[config.mk]
export PLATFORM = sky130hd
export DESIGN_NAME = caz_pre
export DESIGN_NICKNAME = d
export VERILOG_FILES = /design/src/rtl/caz_pkg.sv /design/src/rtl/caz_pre.sv
export SDC_FILE = /design/constraint.sdc
export NUM_CORES = 1
export LEC_CHECK = 0
export BUFFER_PORTS_ARGS = -buffer_cell sky130_fd_sc_hd__buf_2
export CORE_AREA = 2 2 216 218
export CTS_CLUSTER_DIAMETER = 40
export CTS_CLUSTER_SIZE = 30
export DETAILED_ROUTE_END_ITERATION = 7
export DIE_AREA = 0 0 218 220
export PLACE_DENSITY = 0.72
export SLEW_MARGIN = 20
export SYNTH_ARGS = -nofsm -noshare
export SYNTH_HDL_FRONTEND = slang
export SYNTH_SLANG_ARGS = --single-unit
export TNS_END_PERCENT = 10
[constraint.sdc]
create_clock -name clk -period 0.8 [get_ports clk]
set_input_delay 0.12 -clock clk [delete_from_list [all_inputs] [get_ports clk]]
set_output_delay 0.12 -clock clk [all_outputs]
set_load 0.01 [all_outputs]
[src/rtl/caz_pkg.sv]
`default_nettype none

package caz_pkg;

    // number of cordic iterations per pass, capped at 32
    localparam int CORDIC_STAGES = 24;
    localparam int NUM_ITER      = (CORDIC_STAGES > 32) ? 32 : CORDIC_STAGES;

    // field widths
    localparam int COORD_W     = 32;
    localparam int AZ_W        = 25;
    localparam int EL_W        = 24;
    localparam int IN_TDATA_W  = 3 * COORD_W;
    localparam int OUT_RES_W   = AZ_W + EL_W;
    localparam int OUT_TDATA_W = ((OUT_RES_W + 7) / 8) * 8;
    localparam int OUT_PAD_W   = OUT_TDATA_W - OUT_RES_W;

    // datapath widths: coordinates carry 16 guard bits, headroom for the gain
    localparam int GUARD_SHIFT = 16;
    localparam int DATA_W      = 52;
    localparam int ANG_W       = 26;

    // gain correction of -z: K in q30, product scaled back by 14 bits
    localparam int GAIN_W     = 32;
    localparam int PROD_W     = COORD_W + 1 + GAIN_W;
    localparam int GAIN_SHIFT = 14;
    localparam logic signed [GAIN_W-1:0] GAIN_Q30 = 32'sd1768195363;

    // angle limits in 1/65536 degree
    localparam logic signed [ANG_W-1:0] AZ_MAX = 26'sd11796480;
    localparam logic signed [ANG_W-1:0] EL_MAX = 26'sd5898240;
    localparam logic signed [ANG_W-1:0] DEG90  = 26'sd5898240;

    typedef logic signed [DATA_W-1:0] data_t;
    typedef logic signed [ANG_W-1:0]  ang_t;

    // values that ride along the cordic passes
    typedef struct packed {
        logic  az_zero;
        logic  el_zero;
        data_t ey;
        ang_t  az;
    } side_t;

    // one vector in flight
    typedef struct packed {
        data_t x;
        data_t y;
        ang_t  ang;
        side_t side;
    } vec_t;

    // atan(2^-idx) in 1/65536 degree, rounded to nearest
    function automatic ang_t atan_step(input logic [4:0] idx);
        ang_t step;
        unique case (idx)
            5'd0:    step = 26'sd2949120;
            5'd1:    step = 26'sd1740967;
            5'd2:    step = 26'sd919879;
            5'd3:    step = 26'sd466945;
            5'd4:    step = 26'sd234379;
            5'd5:    step = 26'sd117304;
            5'd6:    step = 26'sd58666;
            5'd7:    step = 26'sd29335;
            5'd8:    step = 26'sd14668;
            5'd9:    step = 26'sd7334;
            5'd10:   step = 26'sd3667;
            5'd11:   step = 26'sd1833;
            5'd12:   step = 26'sd917;
            5'd13:   step = 26'sd458;
            5'd14:   step = 26'sd229;
            5'd15:   step = 26'sd115;
            5'd16:   step = 26'sd57;
            5'd17:   step = 26'sd29;
            5'd18:   step = 26'sd14;
            5'd19:   step = 26'sd7;
            5'd20:   step = 26'sd4;
            5'd21:   step = 26'sd2;
            5'd22:   step = 26'sd1;
            default: step = '0;
        endcase
        return step;
    endfunction

endpackage

`default_nettype wire

[src/rtl/caz_pre.sv]
`default_nettype none

module caz_pre (
    input  logic                                clk,
    input  logic                                rst_n,
    input  logic                                en,
    input  logic                                in_valid,
    input  logic signed [caz_pkg::COORD_W-1:0]  pos_x,
    input  logic signed [caz_pkg::COORD_W-1:0]  pos_y,
    input  logic signed [caz_pkg::COORD_W-1:0]  pos_z,
    output logic                                out_valid,
    output caz_pkg::vec_t                       out_vec
);
    import caz_pkg::*;

    logic                      valid_reg;
    vec_t                      vec_reg;
    vec_t                      vec_next;
    data_t                     cx;
    data_t                     cy;
    logic signed [COORD_W:0]   neg_z;
    logic signed [PROD_W-1:0]  prod;

    // guard bits, quadrant pre-rotation and gain-scaled -z
    always_comb
    begin
        cx    = {{(DATA_W-COORD_W-GUARD_SHIFT){pos_x[COORD_W-1]}}, pos_x,
                 {GUARD_SHIFT{1'b0}}};
        cy    = {{(DATA_W-COORD_W-GUARD_SHIFT){pos_y[COORD_W-1]}}, pos_y,
                 {GUARD_SHIFT{1'b0}}};
        neg_z = -{pos_z[COORD_W-1], pos_z};
        prod  = neg_z * GAIN_Q30;

        vec_next.side.az_zero = (pos_x == '0) && (pos_y == '0);
        vec_next.side.el_zero = (pos_x == '0) && (pos_y == '0) && (pos_z == '0);
        vec_next.side.ey      = DATA_W'(prod >>> GAIN_SHIFT);
        vec_next.side.az      = '0;

        if (pos_x[COORD_W-1])
        begin
            if (!pos_y[COORD_W-1])
            begin
                vec_next.x   = cy;
                vec_next.y   = -cx;
                vec_next.ang = DEG90;
            end
            else
            begin
                vec_next.x   = -cy;
                vec_next.y   = cx;
                vec_next.ang = -DEG90;
            end
        end
        else
        begin
            vec_next.x   = cx;
            vec_next.y   = cy;
            vec_next.ang = '0;
        end
    end

    // valid bit
    always_ff @(posedge clk or negedge rst_n)
    begin
        if (!rst_n)
            valid_reg <= 1'b0;
        else if (en)
            valid_reg <= in_valid;
    end

    // payload
    always_ff @(posedge clk)
    begin
        if (en)
            vec_reg <= vec_next;
    end

    assign out_valid = valid_reg;
    assign out_vec   = vec_reg;

endmodule

`default_nettype wire

==> qor.yml, run 1 <==
syn_to_final_growth_pct: 44.3
layout.nets: 4356
finalCritPeriodShare_pct: 931
die_x_um: 218
setup_slack_ps: -6640
chipHeight_um: 220
regToRegSetupSlack_ps: 50
cts-root-buf: "clkbuf_16"
start_kind: "input port"
core_area_sq_um: 45900
gp_congestion: 1.05
finalInstanceArea_sq_um: 35700
ys.flop_type: "edfxtp_1"
numPortBuffers: 235
tightest_slew_ps: 617
worstSetupEndpointType: "flip-flop"
first_pass_iters: 5
regToRegStartpoint: "out_valid$_DFFE_PN0P_"
maxSlewViolCount: 0
violations: "negative setup slack"
min_path_type: "input port to flip-flop"
worstPathArrival_ps: 7630
ys_ff_latch: 129
dp_hpwl_um: 65300
vias_per_cell: 5.45
path_clk_slew_ps: 70
place_area_sq_um: 31600
clock_sinks: 129
grt_max_degree: 50
synth_area_leaders: "fa_1 (26%), ha_1 (19%), edfxtp_1 (16%)"
ys_top_cells_by_count: "inv_1 (655), ha_1 (382), fa_1 (321), a21oi_1 (157), nor2_1 (140)"
drive_above_1_share_pct: 39.9
dp_slack_ps: -7190
hold_violations: 0
synth-edff-count: 128
synth.top_cell.area_share_pct: 26.0
grt_pass1_vias: 23414
cts_tree: "built"
cts_max_level: 4
crit_end: "out_vec[76]$_DFFE_PP_"
outcome: "finished with violations"
async_flop_share_pct: 0.775
numCtsBuffers: 17
yosysMostFrequentCell: "inv_1"
die_area_sq_um: 48000
grt_use_total_pct: 33.6
skew_ps: 0
initial_utilization_pct: 53.9
max_slew_margin_pct: 58.9
drt_wl_total_um: 85600
antenna_found_initial: 1
cts.path.max_buffers: 2
drt_iter0_drc: 1922
clock_latency_ps: 440
fin_hold_ws_ps: 44.9
max_stage_delay_ps: 570
placementRows: 79
ys_seq_area_share_pct: 15.6
drtAntennaViolNets: 0
pin_count: 311
slowest_stage: "fa_1"
cap_violations: 0
dr_total_vias: 22731
worst_r2r_path_depth: 1
crit_fanout: 5
setup.worst_path.class: "input port to flip-flop"
synth.distinct_cells: 76
gr-total-overflow: 0
syn_avg_cell_area_sq_um: 9.38
yosys_warnings: 0
fmax_ghz: 0.134
synth_area_sq_um: 24700
cp-startpoint: "pos_z[4]"
finalSetupViolCount: 243
rsz0062_at_grt: "yes"
wl_per_cell_um: 20.5
critPathRequiredTime_ps: 990
min_period_ps: 7440
r2r-end: "out_valid$_DFFE_PN0P_"
route.detailed.drc: 0
finalSetupTns_ps: -391340
yosysTopAreaCell: "fa_1"
syn_inst: 2637
grt_pass1_wl_um: 124000
==> layout make-up <==
class,instances,area (sq um)
sequential,129,3870
tap,607,759
timing repair buffer,958,7110
antenna,1,2.50
clock inverter,15,164
clock buffer,17,425
fill,2820,10200
multi-input combinational,1791,20900
inverter,656,2480
==> cells in the final DEF, fill, tap and decap left out, types with 55 or more instances in the layout <==
master    synthesis  routed
ha_4              0      80
conb_1            1      79
xnor2_1         119      82
inv_1           655     590
a21o_1           60      59
xor2_1           97      81
buf_4            82     650
edfxtp_1        128     128
a21oi_1         157     118
nand2_1          78      55
ha_1            382     292
fa_1            321     307
nor2_1          140     117
buf_6             0      71
buf_2             2     218
inv_2             1      60
==> metal layers <==
layer | routed length, um | track usage [%] | vias up
met2 | 41400 | 57.8 | 1103
met5 | 0 | 0 | -
met4 | 5950 | 18.4 | 0
met1 | 32900 | 41.0 | 11133
met3 | 5280 | 4.15 | 340
li1 | - | - | 10155
==> through the flow <==
step / util [%] / cells
6_report: 77.8 / 4174
5_1_grt: 77.8 / 4174
4_1_cts: 75.3 / 4148
3_5_place_dp: 68.9 / 4032
3_3_place_gp: 68.9 / 4032
2_1_floorplan: - / 2715
==> registers in the layout (all words and copies together) (netlist names) <==
signal     cells
out_vec      128
out_valid      1
==> what timing repair did <==
action                                  CTS  global route
endpoints found under the hold margin     3             0
hold buffers                              4             0
gates resized for setup                 315           215
setup buffers                            83            41
pin swaps                               181           152
endpoints found under the setup margin  244           249
==> kinds of logic after synthesis <==
group           count (synthesis)  share of synthesized area [%]
xor+xnor                      218                           7.81
flops                         129                           15.6
buf+inv                       795                           13.3
fa+ha+maj                     703                           45.3
other cells                     1                         0.0152
compound gates                391                           9.86
mux                             8                          0.329
simple gates                  392                           7.69
==> worst min path at each step <==
stage | slack (ps) | from | end | depth (start not counted)
2_1_floorplan | -180 | rst_n | out_valid$_DFFE_PN0P_ | 0
3_3_place_gp | -110 | rst_n | out_valid$_DFFE_PN0P_ | 1
3_5_place_dp | -100 | rst_n | out_valid$_DFFE_PN0P_ | 1
4_1_cts | 30 | pos_x[0] | out_vec[174]$_DFFE_PP_ | 3
5_1_grt | 30 | pos_y[31] | out_vec[157]$_DFFE_PP_ | 2
6_report | 40 | pos_y[31] | out_vec[157]$_DFFE_PP_ | 2
==> worst max-delay path, delay by kind of cell <==
kind | cells | cell delay [ps]
xor+xnor | 2 | 360
buf+inv | 10 | 1210
compound gates | 8 | 1240
fa+ha+maj | 9 | 3680
simple gates | 4 | 1010
Power of run 1 is left out: the tool's default activity adds up to more than one toggle a clock period on the data nets, which glitch-free logic cannot reach.
==> run 2, diff against run 1 <==
--- a/config.mk
+++ b/config.mk
@@ -6,12 +6,12 @@
 export NUM_CORES = 1
 export LEC_CHECK = 0
 export BUFFER_PORTS_ARGS = -buffer_cell sky130_fd_sc_hd__buf_2
-export CORE_AREA = 2 2 216 218
+export CORE_AREA = 2 2 424 216
 export CTS_CLUSTER_DIAMETER = 40
 export CTS_CLUSTER_SIZE = 30
 export DETAILED_ROUTE_END_ITERATION = 7
-export DIE_AREA = 0 0 218 220
-export PLACE_DENSITY = 0.72
+export DIE_AREA = 0 0 426 218
+export PLACE_DENSITY = 0.41
 export SLEW_MARGIN = 20
 export SYNTH_ARGS = -nofsm -noshare
 export SYNTH_HDL_FRONTEND = slang
==> qor.yml, run 2 (same netlist as run 1, synthesis figures left out) <==
grt_max_degree: 71  # +42%
dp_hpwl_um: 87400  # +34%
path_clk_slew_ps: 60  # about the same
crit_top_cell: "fa_1"
pin_count: 311  # unchanged
crit_fanout: 6  # +1
seq_area_sq_um: 3870  # unchanged
tightest_slew_ps: 673  # +56.6 ps
grt-busiest-layer: "met1"
grt_use_total_pct: 21.8  # -12 points
cts.path.max_buffers: 2  # unchanged
place_area_sq_um: 32700  # +3.4%
finalNonFillerCells: 4816  # +15%
final_common_cell: "buf_4"
vias_per_cell: 4.52  # -17%
grt_pass1_vias: 22534  # -3.8%
worstSetupEndpointType: "flip-flop"
gr-total-overflow: 0  # unchanged
cap_violations: 0  # unchanged
worstPathArrival_ps: 7630  # about the same
cts_tree: "built"
drtAntennaViolNets: 0  # unchanged
setup.worst_path.class: "input port to flip-flop"
setup_slack_ps: -6600  # +42.3 ps
grt_pass1_wl_um: 147000  # +19%
placementRows: 78  # -1.3%
dr_total_vias: 21786  # -4.2%
cts_max_level: 4  # unchanged
core_area_sq_um: 89400  # +95%
finalCritPeriodShare_pct: 925  # -5.3 points
finalSetupViolCount: 247  # +1.6%
fill_cells: 8886  # +220%
antenna_found_initial: 3  # +2
layout_common_cells: "buf_4 (673), inv_1 (581), fa_1 (296)"
wl_per_cell_um: 20.9  # +1.8%
max_slew_margin_pct: 54.8  # -4.1 points
gp_congestion: 0.982  # -6.0%
die_area_sq_um: 92900  # +94%
chipHeight_um: 218  # -0.91%
min_period_ps: 7400  # -42.3 ps
min_path_type: "input port to flip-flop"
use_met1_pct: 37.1  # -4.0 points
skew_ps: 0  # unchanged
drt_wl_total_um: 101000  # +17%
finalInstanceArea_sq_um: 37200  # +4.3%
rsz0062_at_grt: "yes"
drive_above_1_share_pct: 41.2  # +1.3 points
critPathRequiredTime_ps: 1030  # +40 ps
largest_register_ffs: 128  # unchanged
fmax_ghz: 0.135  # +0.57%
clock_sinks: 129  # unchanged
max_stage_delay_ps: 590  # +20 ps
numCtsBuffers: 17  # unchanged
layout.nets: 4406  # +1.1%
clock_latency_ps: 480  # +40 ps
grt.met3_usage_pct: 5.24  # +1.1 points
route.detailed.drc: 0  # unchanged
syn_to_final_growth_pct: 50.5
violations: "negative setup slack"
start_kind: "input port"
multi_input_area_sq_um: 21100  # +1.1%
initial_utilization_pct: 27.7  # -26 points
cts-root-buf: "clkbuf_16"
die_x_um: 426  # +95%
numPortBuffers: 235  # unchanged
drt_iter0_drc: 1501  # -22%
slowest_stage: "fa_2"
first_pass_iters: 5  # unchanged
hold_violations: 0  # unchanged
groute.layer.met2.usage_pct: 26.7  # -31 points
dp_cells: 4658  # +16%
maxSlewViolCount: 0  # unchanged
outcome: "finished with violations"
[run 2: per-layer routing]
metal	vias to the layer above	share of wire [%]
met3	45	8.6
met1	10926	55
li1	10254	-
met4	0	0.80
met2	561	36
met5	-	0
[run 2: repair_timing]
action | in CTS | in global routing
hold endpoints to repair | 8 | 0
hold buffers | 8 | 0
setup buffers | 78 | 58
resized for setup | 336 | 255
pin swaps | 137 | 183
gates cloned | 0 | 0
endpoints found under the setup margin | 243 | 247
[run 2: final cells by class]
| cell class | count | area share [%] |
|---|---|---|
| clock inverters | 14 | 0.451 |
| multi-input cells | 1791 | 56.7 |
| clock buffers | 17 | 1.14 |
| flip-flops and latches | 129 | 10.4 |
| inverters | 656 | 6.71 |
| repair buffers | 1008 | 20.5 |
| well taps | 1200 | 4.04 |
| diodes | 1 | 0.00673 |
[run 2: metrics by stage]
step | hold slack, ps | setup slack (ps) | util (%) | TNS (ps)
floorplan | -176 | -6590 | - | -361400
global placement | -106 | -7690 | 36.5 | -463570
detailed placement | -104 | -7700 | 36.5 | -464880
CTS | 23.7 | -6590 | 39.9 | -404440
global route | 63.1 | -6840 | 41.6 | -422340
finish | 80.4 | -6600 | 41.6 | -404570
[run 2: critical path: cells and delay by family]
family / cells / cell delay, ps
adder cells (fa/ha/maj): 8 / 3750
buffers and inverters: 6 / 730
XOR/XNOR: 3 / 520
AO/OA/AOI/OAI: 8 / 1390
AND/OR/NAND/NOR: 4 / 1100
[run 2: path summary, 6_finish.rpt]
path	startpoint	end	slack, ps	cells past startpoint
max	pos_z[16]	out_vec[76]$_DFFE_PP_	-6600	29
min	pos_x[0]	out_vec[122]$_DFFE_PP_	80	4
max reg2reg	out_valid$_DFFE_PN0P_	out_valid$_DFFE_PN0P_	50	1
min reg2reg	out_valid$_DFFE_PN0P_	out_valid$_DFFE_PN0P_	520	1
max in group asynchronous	rst_n	out_valid$_DFFE_PN0P_	190	3
min in group asynchronous	rst_n	out_valid$_DFFE_PN0P_	490	3
Power of run 2 is left out for the same reason.
