$ cat src/rtl/caz_pkg.sv
`default_nettype none

package caz_pkg;

    // number of cordic iterations per pass, capped at 32
    localparam int CORDIC_STAGES = 24;
    localparam int NUM_ITER      = (CORDIC_STAGES > 32) ? 32 : CORDIC_STAGES;

    // field widths
    localparam int COORD_W     = 32;
    localparam int AZ_W        = 25;
    localparam int EL_W        = 24;
    localparam int IN_TDATA_W  = 3 * COORD_W;
    localparam int OUT_RES_W   = AZ_W + EL_W;
    localparam int OUT_TDATA_W = ((OUT_RES_W + 7) / 8) * 8;
    localparam int OUT_PAD_W   = OUT_TDATA_W - OUT_RES_W;

    // datapath widths: coordinates carry 16 guard bits, headroom for the gain
    localparam int GUARD_SHIFT = 16;
    localparam int DATA_W      = 52;
    localparam int ANG_W       = 26;

    // gain correction of -z: K in q30, product scaled back by 14 bits
    localparam int GAIN_W     = 32;
    localparam int PROD_W     = COORD_W + 1 + GAIN_W;
    localparam int GAIN_SHIFT = 14;
    localparam logic signed [GAIN_W-1:0] GAIN_Q30 = 32'sd1768195363;

    // angle limits in 1/65536 degree
    localparam logic signed [ANG_W-1:0] AZ_MAX = 26'sd11796480;
    localparam logic signed [ANG_W-1:0] EL_MAX = 26'sd5898240;
    localparam logic signed [ANG_W-1:0] DEG90  = 26'sd5898240;

    typedef logic signed [DATA_W-1:0] data_t;
    typedef logic signed [ANG_W-1:0]  ang_t;

    // values that ride along the cordic passes
    typedef struct packed {
        logic  az_zero;
        logic  el_zero;
        data_t ey;
        ang_t  az;
    } side_t;

    // one vector in flight
    typedef struct packed {
        data_t x;
        data_t y;
        ang_t  ang;
        side_t side;
    } vec_t;

    // atan(2^-idx) in 1/65536 degree, rounded to nearest
    function automatic ang_t atan_step(input logic [4:0] idx);
        ang_t step;
        unique case (idx)
            5'd0:    step = 26'sd2949120;
            5'd1:    step = 26'sd1740967;
            5'd2:    step = 26'sd919879;
            5'd3:    step = 26'sd466945;
            5'd4:    step = 26'sd234379;
            5'd5:    step = 26'sd117304;
            5'd6:    step = 26'sd58666;
            5'd7:    step = 26'sd29335;
            5'd8:    step = 26'sd14668;
            5'd9:    step = 26'sd7334;
            5'd10:   step = 26'sd3667;
            5'd11:   step = 26'sd1833;
            5'd12:   step = 26'sd917;
            5'd13:   step = 26'sd458;
            5'd14:   step = 26'sd229;
            5'd15:   step = 26'sd115;
            5'd16:   step = 26'sd57;
            5'd17:   step = 26'sd29;
            5'd18:   step = 26'sd14;
            5'd19:   step = 26'sd7;
            5'd20:   step = 26'sd4;
            5'd21:   step = 26'sd2;
            5'd22:   step = 26'sd1;
            default: step = '0;
        endcase
        return step;
    endfunction

endpackage

`default_nettype wire

$ cat src/rtl/caz_out.sv
`default_nettype none

// angle clamping, output register and skid stage
module caz_out (
    input  logic                                clk,
    input  logic                                rst_n,
    input  logic                                in_valid,
    input  caz_pkg::vec_t                       in_vec,
    output logic                                en,
    output logic                                m_tvalid,
    input  logic                                m_tready,
    output logic [caz_pkg::OUT_TDATA_W-1:0]     m_tdata
);
    import caz_pkg::*;

    logic                    out_valid_reg;
    logic [OUT_TDATA_W-1:0]  out_data_reg;
    logic                    skid_full_reg;
    logic [OUT_TDATA_W-1:0]  skid_data_reg;
    logic [OUT_TDATA_W-1:0]  res_next;
    logic [AZ_W-1:0]         az;
    logic [EL_W-1:0]         el;
    logic                    in_take;

    function automatic ang_t clamp_ang(input ang_t v, input ang_t lim);
        ang_t r;
        if (v > lim)
            r = lim;
        else if (v < -lim)
            r = -lim;
        else
            r = v;
        return r;
    endfunction

    // clamp both angles; zero x and y give zero azimuth, zero vector gives zero elevation
    always_comb
    begin
        az       = in_vec.side.az_zero ? '0 : AZ_W'(clamp_ang(in_vec.side.az, AZ_MAX));
        el       = in_vec.side.el_zero ? '0 : EL_W'(clamp_ang(in_vec.ang, EL_MAX));
        res_next = {{OUT_PAD_W{1'b0}}, el, az};
    end

    // pipeline moves only while the skid stage is empty
    assign en      = !skid_full_reg;
    assign in_take = en && in_valid;

    always_ff @(posedge clk or negedge rst_n)
    begin
        if (!rst_n)
        begin
            out_valid_reg <= 1'b0;
            skid_full_reg <= 1'b0;
        end
        else if (skid_full_reg)
        begin
            if (m_tready)
                skid_full_reg <= 1'b0;
        end
        else if (!out_valid_reg || m_tready)
            out_valid_reg <= in_take;
        else if (in_take)
            skid_full_reg <= 1'b1;
    end

    // result data
    always_ff @(posedge clk)
    begin
        if (skid_full_reg)
        begin
            if (m_tready)
                out_data_reg <= skid_data_reg;
        end
        else if (!out_valid_reg || m_tready)
        begin
            if (in_take)
                out_data_reg <= res_next;
        end
        else if (in_take)
            skid_data_reg <= res_next;
    end

    assign m_tvalid = out_valid_reg;
    assign m_tdata  = out_data_reg;

endmodule

`default_nettype wire

$ cat config.mk
export PLATFORM = sky130hd
export DESIGN_NAME = caz_out
export DESIGN_NICKNAME = d
export VERILOG_FILES = /design/src/rtl/caz_pkg.sv /design/src/rtl/caz_out.sv
export SDC_FILE = /design/constraint.sdc
export NUM_CORES = 1
export LEC_CHECK = 0
export ABC_AREA = 1
export BUFFER_PORTS_ARGS = -buffer_cell sky130_fd_sc_hd__buf_4
export CAP_MARGIN = 10
export CORE_UTILIZATION = 40
export DETAILED_ROUTE_END_ITERATION = 10
export GPL_TIMING_DRIVEN = 0
export PLACE_DENSITY = 0.82
export SYNTH_ARGS = -nofsm -noshare
export SYNTH_HDL_FRONTEND = slang
export SYNTH_SLANG_ARGS = --single-unit
$ cat constraint.sdc
create_clock -name clk -period 6.05 [get_ports clk]
set_clock_uncertainty 0.15 [all_clocks]
set_input_delay 0.3025 -clock clk [delete_from_list [all_inputs] [get_ports clk]]
set_output_delay 0.3025 -clock clk [all_outputs]
set_load 0.01 [all_outputs]
==> results of run 1 <==
-- layout make-up --
type,count,share of cell area
Buffer,36,0.0284
Timing Repair Buffer,113,0.142
Inverter,58,0.0341
Tap cell,147,0.0288
Clock inverter,6,0.0126
Clock buffer,9,0.0353
Sequential cell,100,0.469
Multi-Input combinational cell,347,0.249
-- cells in the final DEF, fill, tap and decap left out, drive strengths merged, types with 2 or more instances in the layout --
master	n
clkinv	5
nor3	17
nor2	55
buf	131
conb	7
a21oi	31
nand4	41
clkbuf	25
inv	57
dfrtp	2
nand2	173
o21ai	2
nand3	17
dlygate4sd3	2
edfxtp	98
bufinv	2
-- repair_timing --
action | 4_1_cts | 5_1_grt
gates resized for setup | 0 | 0
endpoints found under the hold margin | 3 | 0
hold buffers | 2 | 0
buffers inserted | 0 | 0
-- synthesized netlist by cell type (2+ instances only) --
master                     count  area [um^2]
sky130_fd_sc_hd__a21oi_1      29          145
sky130_fd_sc_hd__nand3_1      17         85.1
sky130_fd_sc_hd__edfxtp_1     98         2940
sky130_fd_sc_hd__nor3_1        9         45.0
sky130_fd_sc_hd__clkbuf_1     16         60.1
sky130_fd_sc_hd__nand2_1     170          638
sky130_fd_sc_hd__buf_1         4         15.0
sky130_fd_sc_hd__a21oi_2       2         17.5
sky130_fd_sc_hd__buf_2         7         35.0
sky130_fd_sc_hd__buf_4         8         60.1
sky130_fd_sc_hd__nand4_1      41          257
sky130_fd_sc_hd__inv_2         2         7.51
sky130_fd_sc_hd__nand2_2       2         12.5
sky130_fd_sc_hd__nor2_1       55          206
sky130_fd_sc_hd__nor3_2        8         80.1
sky130_fd_sc_hd__inv_1        55          206
sky130_fd_sc_hd__dfrtp_1       2         50.1
-- worst paths after layout --
check                           cells past startpoint  slack (ns)        startpoint                end
worst max-delay path                                6        3.85          m_tready  skid_data_reg[37]
worst min-delay path                                2        0.12        in_vec[78]  skid_data_reg[42]
worst max register to register                      5        3.89     skid_full_reg  skid_data_reg[37]
worst min register to register                      2        0.37  skid_data_reg[3]         m_tdata[3]
max in group asynchronous                           2        5.52             rst_n           m_tvalid
min in group asynchronous                           2        0.15             rst_n      skid_full_reg
-- cells by family (layout without fill, tap and decap cells) --
group / count (synthesis) / count (layout) / share of synthesized area
DFF: 100 / 100 / 0.606
other: 1 / 7 / 0.000759
and+or+nand+nor: 304 / 304 / 0.271
buffers and inverters: 94 / 222 / 0.0808
AOI/OAI and AO/OA: 36 / 36 / 0.0413
-- stage by stage --
step / hold slack, ns / instance area (um^2)
after floorplan: -0.143 / 4960
after global placement: -0.0620 / 5960
after detailed placement: -0.0614 / 6050
after CTS: 0.106 / 6380
after global routing: 0.118 / 6380
final: 0.118 / 6380
-- power by group through the flow --
stage          Sequential, mW  Clock (mW)  Combinational, mW
2_1_floorplan           0.929           0              0.161
3_3_place_gp            0.908           0              0.355
3_5_place_dp            0.896           0              0.383
4_1_cts                 0.883       0.613              0.386
5_1_grt                 0.888       0.638              0.423
6_report                0.882       0.601              0.383
-- layer usage --
metal	global-route usage	wire length (um)	up-vias
met4	0.0833	303	0
met5	0	0	-
met1	0.287	5600	1883
met2	0.293	5400	180
li1	-	-	2032
met3	0.0520	1020	19
==> metrics list, run 1 <==
- Layout Nets: 879
- STA classifies the critical path startpoint as a primary input.
- The worst pin sits at a relative slew slack of 0.588.
- In the final layout, the share of cells above drive strength 1 is 0.235.
* Final Wtd Congestion: between 0.8 and 0.9
- Power share of the sequential group: 0.473
- At the end of the flow the core is filled with cells to 0.531.
- On the worst path, the slowest cell contributes a delay of between 0.5 and 0.6 ns.
- Fraction of power consumed by the clock network: 0.322
* GRT Util Overall: 0.202
- Number of antenna diodes: 0
- Post-Synthesis Mean Instance Area: slightly above 9 um^2
* Post-synth EDFFs: 98
- After routing, the total negative slack on setup checks comes to 0 ns.
- Cells after DPL: around 800
- Summing internal, switching and leakage power gives between 1.5 and 2 mW.
- Count of port buffers added during placement: approximately 110
- Internal power comes to 1.37 mW.
- Ys flop type: sky130_fd_sc_hd__edfxtp_1
- Reg clk slew, reported paths: roughly 0.060 ns
- After synthesis the netlist holds a flip-flop and latch count of 100.
- For this run, the top clock speed supported by timing is between 0.4 and 0.5 GHz.
- Total gr overflow: 0
- Dividing the detail-routed wire length by the instance count gives between 15 and 20 um.
* Die outline width: 113 um
- For the finished layout, the period the worst path requires is approximately 2.2 ns.
- The detail route stage leaves a number of antenna-violating nets equal to 0.
- The routed layout has a little over 4000 vias.
- # DRC: 0
- The initial utilization of the core area, before any placement, comes to 0.411.
- Via count of the first global-routing pass: between 3000 and 4000
* Path category of the worst min-delay check: in -> reg
- Drt pass-1 iters: 7
- Worst path cell trace: dlygate4sd3_1 > buf_4 > inv_1 > nand2_1 > nor2_4 > buf_12
- In the synthesized netlist the async set-or-reset flop fraction comes to 0.0200.
- CTS sink cnt: 100
- Least setup slack across all paths after layout: about 3.8 ns
- WP buf/inv: 4
- Total area of sequential cells: 2990 um^2
- Summing all multi-input logic gate instances after layout gives between 1500 and 2000 um^2.
* Row cnt: 40
* Instance count of the mapped netlist: approximately 540
* Sequential fraction of the synthesis area: 0.606
- Number of buffers added by the clock tree synthesis step: 9
- Clk_lat worst skew: around 0.35 ns
- Detailed-route vias per instance: 5.04
- Max_cap viols: 0
* Master of the slowest instance on the critical path: sky130_fd_sc_hd__dlygate4sd3_1
* Pins Over Slew Limit: 0
- Area of the core: 12000 um^2
* Crit path DAT: roughly 2.1 ns
* # IOs: roughly 270
- Initial antenna violation count: 0
* Switching pwr: 497 uW
* Required @ worst endpoint: around 6 ns
* First-pass GRT wire length: around 19 mm
* Switching fraction of total power: 0.266
- For this block, the routed nets add up to roughly 12 mm of wire.
* Area overhead of the layout relative to synthesis: 29.1%
* Die Outline Area: around 13000 um^2
- Setup repair after global routing left no endpoint under its margin.
- Outcome: finished clean
- Timing analysis after detailed placement gives a worst setup slack of approximately 3.9 ns.
- In this run the deepest clock path goes through 2 buffers.
- Count of routing violations after the opening detailed-route iteration: 330
* Tcrit/Tclk final: 0.364
* Maximum vdd drop: approximately 0.00015 V
- Summing every instance area after synthesis gives about 4900 um^2.
- STA classifies the critical path endpoint as a register.
- In this run the worst path has a maximum fanout of 30.
- The filler cells instantiated in the layout total around 1100.
- The worst setup path is of the in -> reg kind.
- CTS built an H-tree with a depth of 3.
- Die height: roughly 110 um
- Power per unit of standard cell area: approximately 300 nW/um^2
* Comb pwr share: 0.205
- CTS tree: done
- Count of synthesis-stage warnings from yosys: 0
* Hold violation total from the final report: 0
- Maximum number of pins on one net before global-route repair: 31
- Clock root buffer: sky130_fd_sc_hd__clkbuf_16
* Cell variety after synth: 27
- For the pin with the worst max-slew slack, the measured transition is between 0.6 and 0.7 ns.
* Leakage power total: just under 3 nW
* Cell Count, Final, Fillers Out: between 800 and 900
- Summed over all nets, the half-perimeter wirelength after detailed placement is 9.02 mm.
* Crit-path leading delay family: buffers and inverters
* Final Setup Violations: 0
Power figures use the tool's default switching activity.
==> inputs of run 2 (changes only) <==
==> constraint.sdc (replaced) <==
create_clock -name clk -period 2.1 [get_ports clk]
set_clock_uncertainty 0.15 [all_clocks]
set_input_delay 0.105 -clock clk [delete_from_list [all_inputs] [get_ports clk]]
set_output_delay 0.105 -clock clk [all_outputs]
set_load 0.01 [all_outputs]
==> metrics list, run 2 (synthesis results as in run 1) <==
- Worst Hold Depth: 3 (was 2)
- The area of placed instances came to 6050 um^2 (unchanged).
- Of the available clock period, the critical path in the final layout requires 0.947.
- The number of nets with antenna violations after routing came to 0 (unchanged).
- The count of routing violations after the opening detailed-route iteration was 363 (was 330).
- Fraction of power consumed by the clock network: 0.307 (was 0.322)
* Pre-CTS setup slack: -0.0649 ns (was 3.87 ns)
- End of the worst register-to-register path: m_tdata[43] (was skid_data_reg[37])
- The number of sinks handled by clock tree synthesis was 100 (unchanged).
- The cell-internal power came to 3.88 mW (was 1.37 mW).
* Depth of the worst register-to-register path: 4 (was 5)
- Worst path cell trace: clkbuf_1 > inv_2 > clkbuf_1 > buf_4 (was dlygate4sd3_1 > buf_4 > inv_1 > nand2_1 > nor2_4 > buf_12).
* Die height: 113 um (unchanged)
* Via count of the first global-routing pass: 3937 (was 3806)
- Counting stages on the worst path, the most repeated cell is sky130_fd_sc_hd__clkbuf_1.
* Crit-path leading delay family: buffers and inverters (unchanged)
- The beginning of the worst register-to-register path is skid_full_reg (unchanged).
* Leakage power total: 3.04 nW (was 2.92 nW)
- Setup repair after global routing missed its margin: no (unchanged)
- The switching fraction of total power is 0.273 (was 0.266).
* Power per unit of standard cell area: 799 nW/um^2 (was 293 nW/um^2)
* Slew at the pin with the worst max-slew slack: 0.565 ns (was 0.616 ns)
- CTS tree: done (unchanged)
- The smallest clock period supported by the final layout is computed as 1.99 ns.
- Count of port buffers added during placement: 108 (unchanged)
- The type of element capturing the critical path is an output pin (was register).
* Maximum number of buffers from clock root to sink: 2 (unchanged)
- The area growth from synthesis to final layout came to 35.3% (was 29.1%).
* Required @ worst endpoint: 1.85 ns (was 5.94 ns)
- Path category of the worst min-delay check: in -> reg (unchanged)
- Min-Delay Endpoint: skid_data_reg[33] (was skid_data_reg[42])
* Row cnt: 40 (unchanged)
- The share of cells above drive strength 1 came to 0.227 (was 0.235).
* Clk_lat worst skew: 0.35 ns (about the same)
* Max_cap viols: 0 (unchanged)
- The cell type of the slowest stage on the worst timing path is sky130_fd_sc_hd__clkbuf_1 (was sky130_fd_sc_hd__dlygate4sd3_1).
* Max-slew headroom at the worst pin: 0.622 (was 0.588)
- Outcome: finished clean (unchanged).
- The length of the first detailed-routing pass in iterations is 4 (was 7).
* Least setup slack across all paths after layout: 0.112 ns (was 3.85 ns)
* Final Wtd Congestion: 0.890 (was 0.889)
* Cells after DPL: 799 (unchanged)
* Switching pwr: 1.46 mW (was 497 uW)
- Die outline width: 113 um (unchanged)
- Leading cell types in the layout, fill and taps excluded: sky130_fd_sc_hd__nand2_1, sky130_fd_sc_hd__buf_4, sky130_fd_sc_hd__edfxtp_1 (unchanged)
- Most common library cell in the layout ignoring fill and taps: sky130_fd_sc_hd__nand2_1 (unchanged)
- The maximum number of pins on one net before global-route repair was 33 (was 31).
* Crit Path Class: reg -> out (was in -> reg)
- Detailed-route vias per instance: 4.97 (was 5.04)
* Max Clk Rate: just over 0.5 GHz
- The startpoint class of the critical path is a register (was primary input).
- Cell Count, Final, Fillers Out: 848 (was 816)
* Overall power after layout: 5.34 mW (was 1.87 mW)
- The number of top-level pins is 272 (unchanged).
- Start point of the worst min-delay path: in_vec[88] (was in_vec[78])
- Final Setup Violations: 0 (unchanged)
- Initial cell density of the core: 0.411 (unchanged)
- Total gr overflow: 0 (unchanged)
- Total detailed-routing wirelength: 12.7 mm (was 12.3 mm)
- The number of buffers inserted during clock tree synthesis came to 9 (unchanged).
- The area of the placeable core is 12000 um^2 (unchanged).
* Final design area excluding fillers: 6680 um^2 (was 6380 um^2)
* Routed vias: 4214 (was 4114)
- Post-route core utilization: 0.556 (was 0.531)
- The sum of negative setup slack is 0 ns (unchanged).
- CP peak stage delay: 0.45 ns (was 0.54 ns)
- The H-tree depth was 3 (unchanged).
- The number of pins exceeding their max-slew limit in the final report came to 0 (unchanged).
* Reg clk slew, reported paths: 0.06 ns (about the same)
- The clock root buffer master was sky130_fd_sc_hd__clkbuf_16 (unchanged).
- The relative contribution of sequential cells to total power is 0.475 (was 0.473).
- The wire length of the first global-routing pass is 20.3 mm (was 19.5 mm).
- Wire per inst: 15.0 um (was 15.1 um)
* Hold slack final: 0.00584 ns (was 0.118 ns)
- Comb pwr share: 0.218 (was 0.205)
* GRT Util Overall: 0.207 (was 0.202)
- Worst reg-to-reg setup slack: 0.18 ns (was 3.89 ns)
- The initial antenna violation count came to 0 (unchanged).
* Final HPWL from detailed placement: 8.98 mm (was 9.02 mm)
- The die area is 12800 um^2 (unchanged).
- Hold violation total from the final report: 0 (unchanged)
* Maximum vdd drop: 0.000452 V (was 0.000153 V)
- # DRC: 0 (unchanged)
- The arrival time of the worst setup path was 1.73 ns (was 2.09 ns).
- WP buf/inv: 4 (unchanged)
- The top fanout value on the critical path was 10 (was 30).
* Launching element of the worst setup path: skid_full_reg (was m_tready)
- The antenna cell count was 0 (unchanged).
* Layout Nets: 910 (was 879)
==> run 2: power groups by stage <==
stage	Clock, mW	Sequential (mW)	Combinational, mW
6_report	1.64	2.54	1.16
5_1_grt	1.73	2.56	1.28
4_1_cts	1.65	2.54	1.17
3_5_place_dp	0	2.58	1.10
3_3_place_gp	0	2.59	1.03
2_1_floorplan	0	2.65	0.475
==> run 2: timing repair <==
item	4_1_cts	5_1_grt
gates resized for setup	0	2
hold buffers	32	0
pin swaps	1	0
hold endpoints to repair	39	0
buffers inserted	1	0
setup endpoints to repair	32	12
==> run 2: how the worst max path moves through the flow <==
stage	end	slack, ns	cells after the start
after floorplan	skid_data_reg[0]	0.06	4
after global placement	skid_data_reg[12]	-0.44	4
after detailed placement	skid_data_reg[11]	-0.06	5
after CTS	en	0.08	4
after global routing	m_tdata[22]	0.004	13
final	en	0.11	4
==> run 2: metal layers <==
layer / GRT usage / wire length, um / up-vias
met5: 0 / 0 / -
met4: 0.0763 / 210 / 0
met3: 0.0407 / 922 / 20
met2: 0.308 / 5680 / 174
met1: 0.301 / 5880 / 1926
li1: - / - / 2094
==> run 2: worst reg2reg max path: cells and delay by family, from the launching register on <==
kind	cells	cell delay, ns
compound gates	1	0.51
buf+inv	3	0.65
flops	1	0.32
==> run 2: cell type report <==
| cell class | count | area, um^2 |
|---|---|---|
| clock inverter | 4 | 50.0 |
| multi-input combinational | 347 | 1590 |
| fill | 1070 | 5330 |
| tap | 147 | 184 |
| clock buffer | 12 | 236 |
| timing repair buffer | 144 | 1230 |
| inverter | 58 | 218 |
| sequential | 100 | 2990 |
| buffer | 36 | 186 |
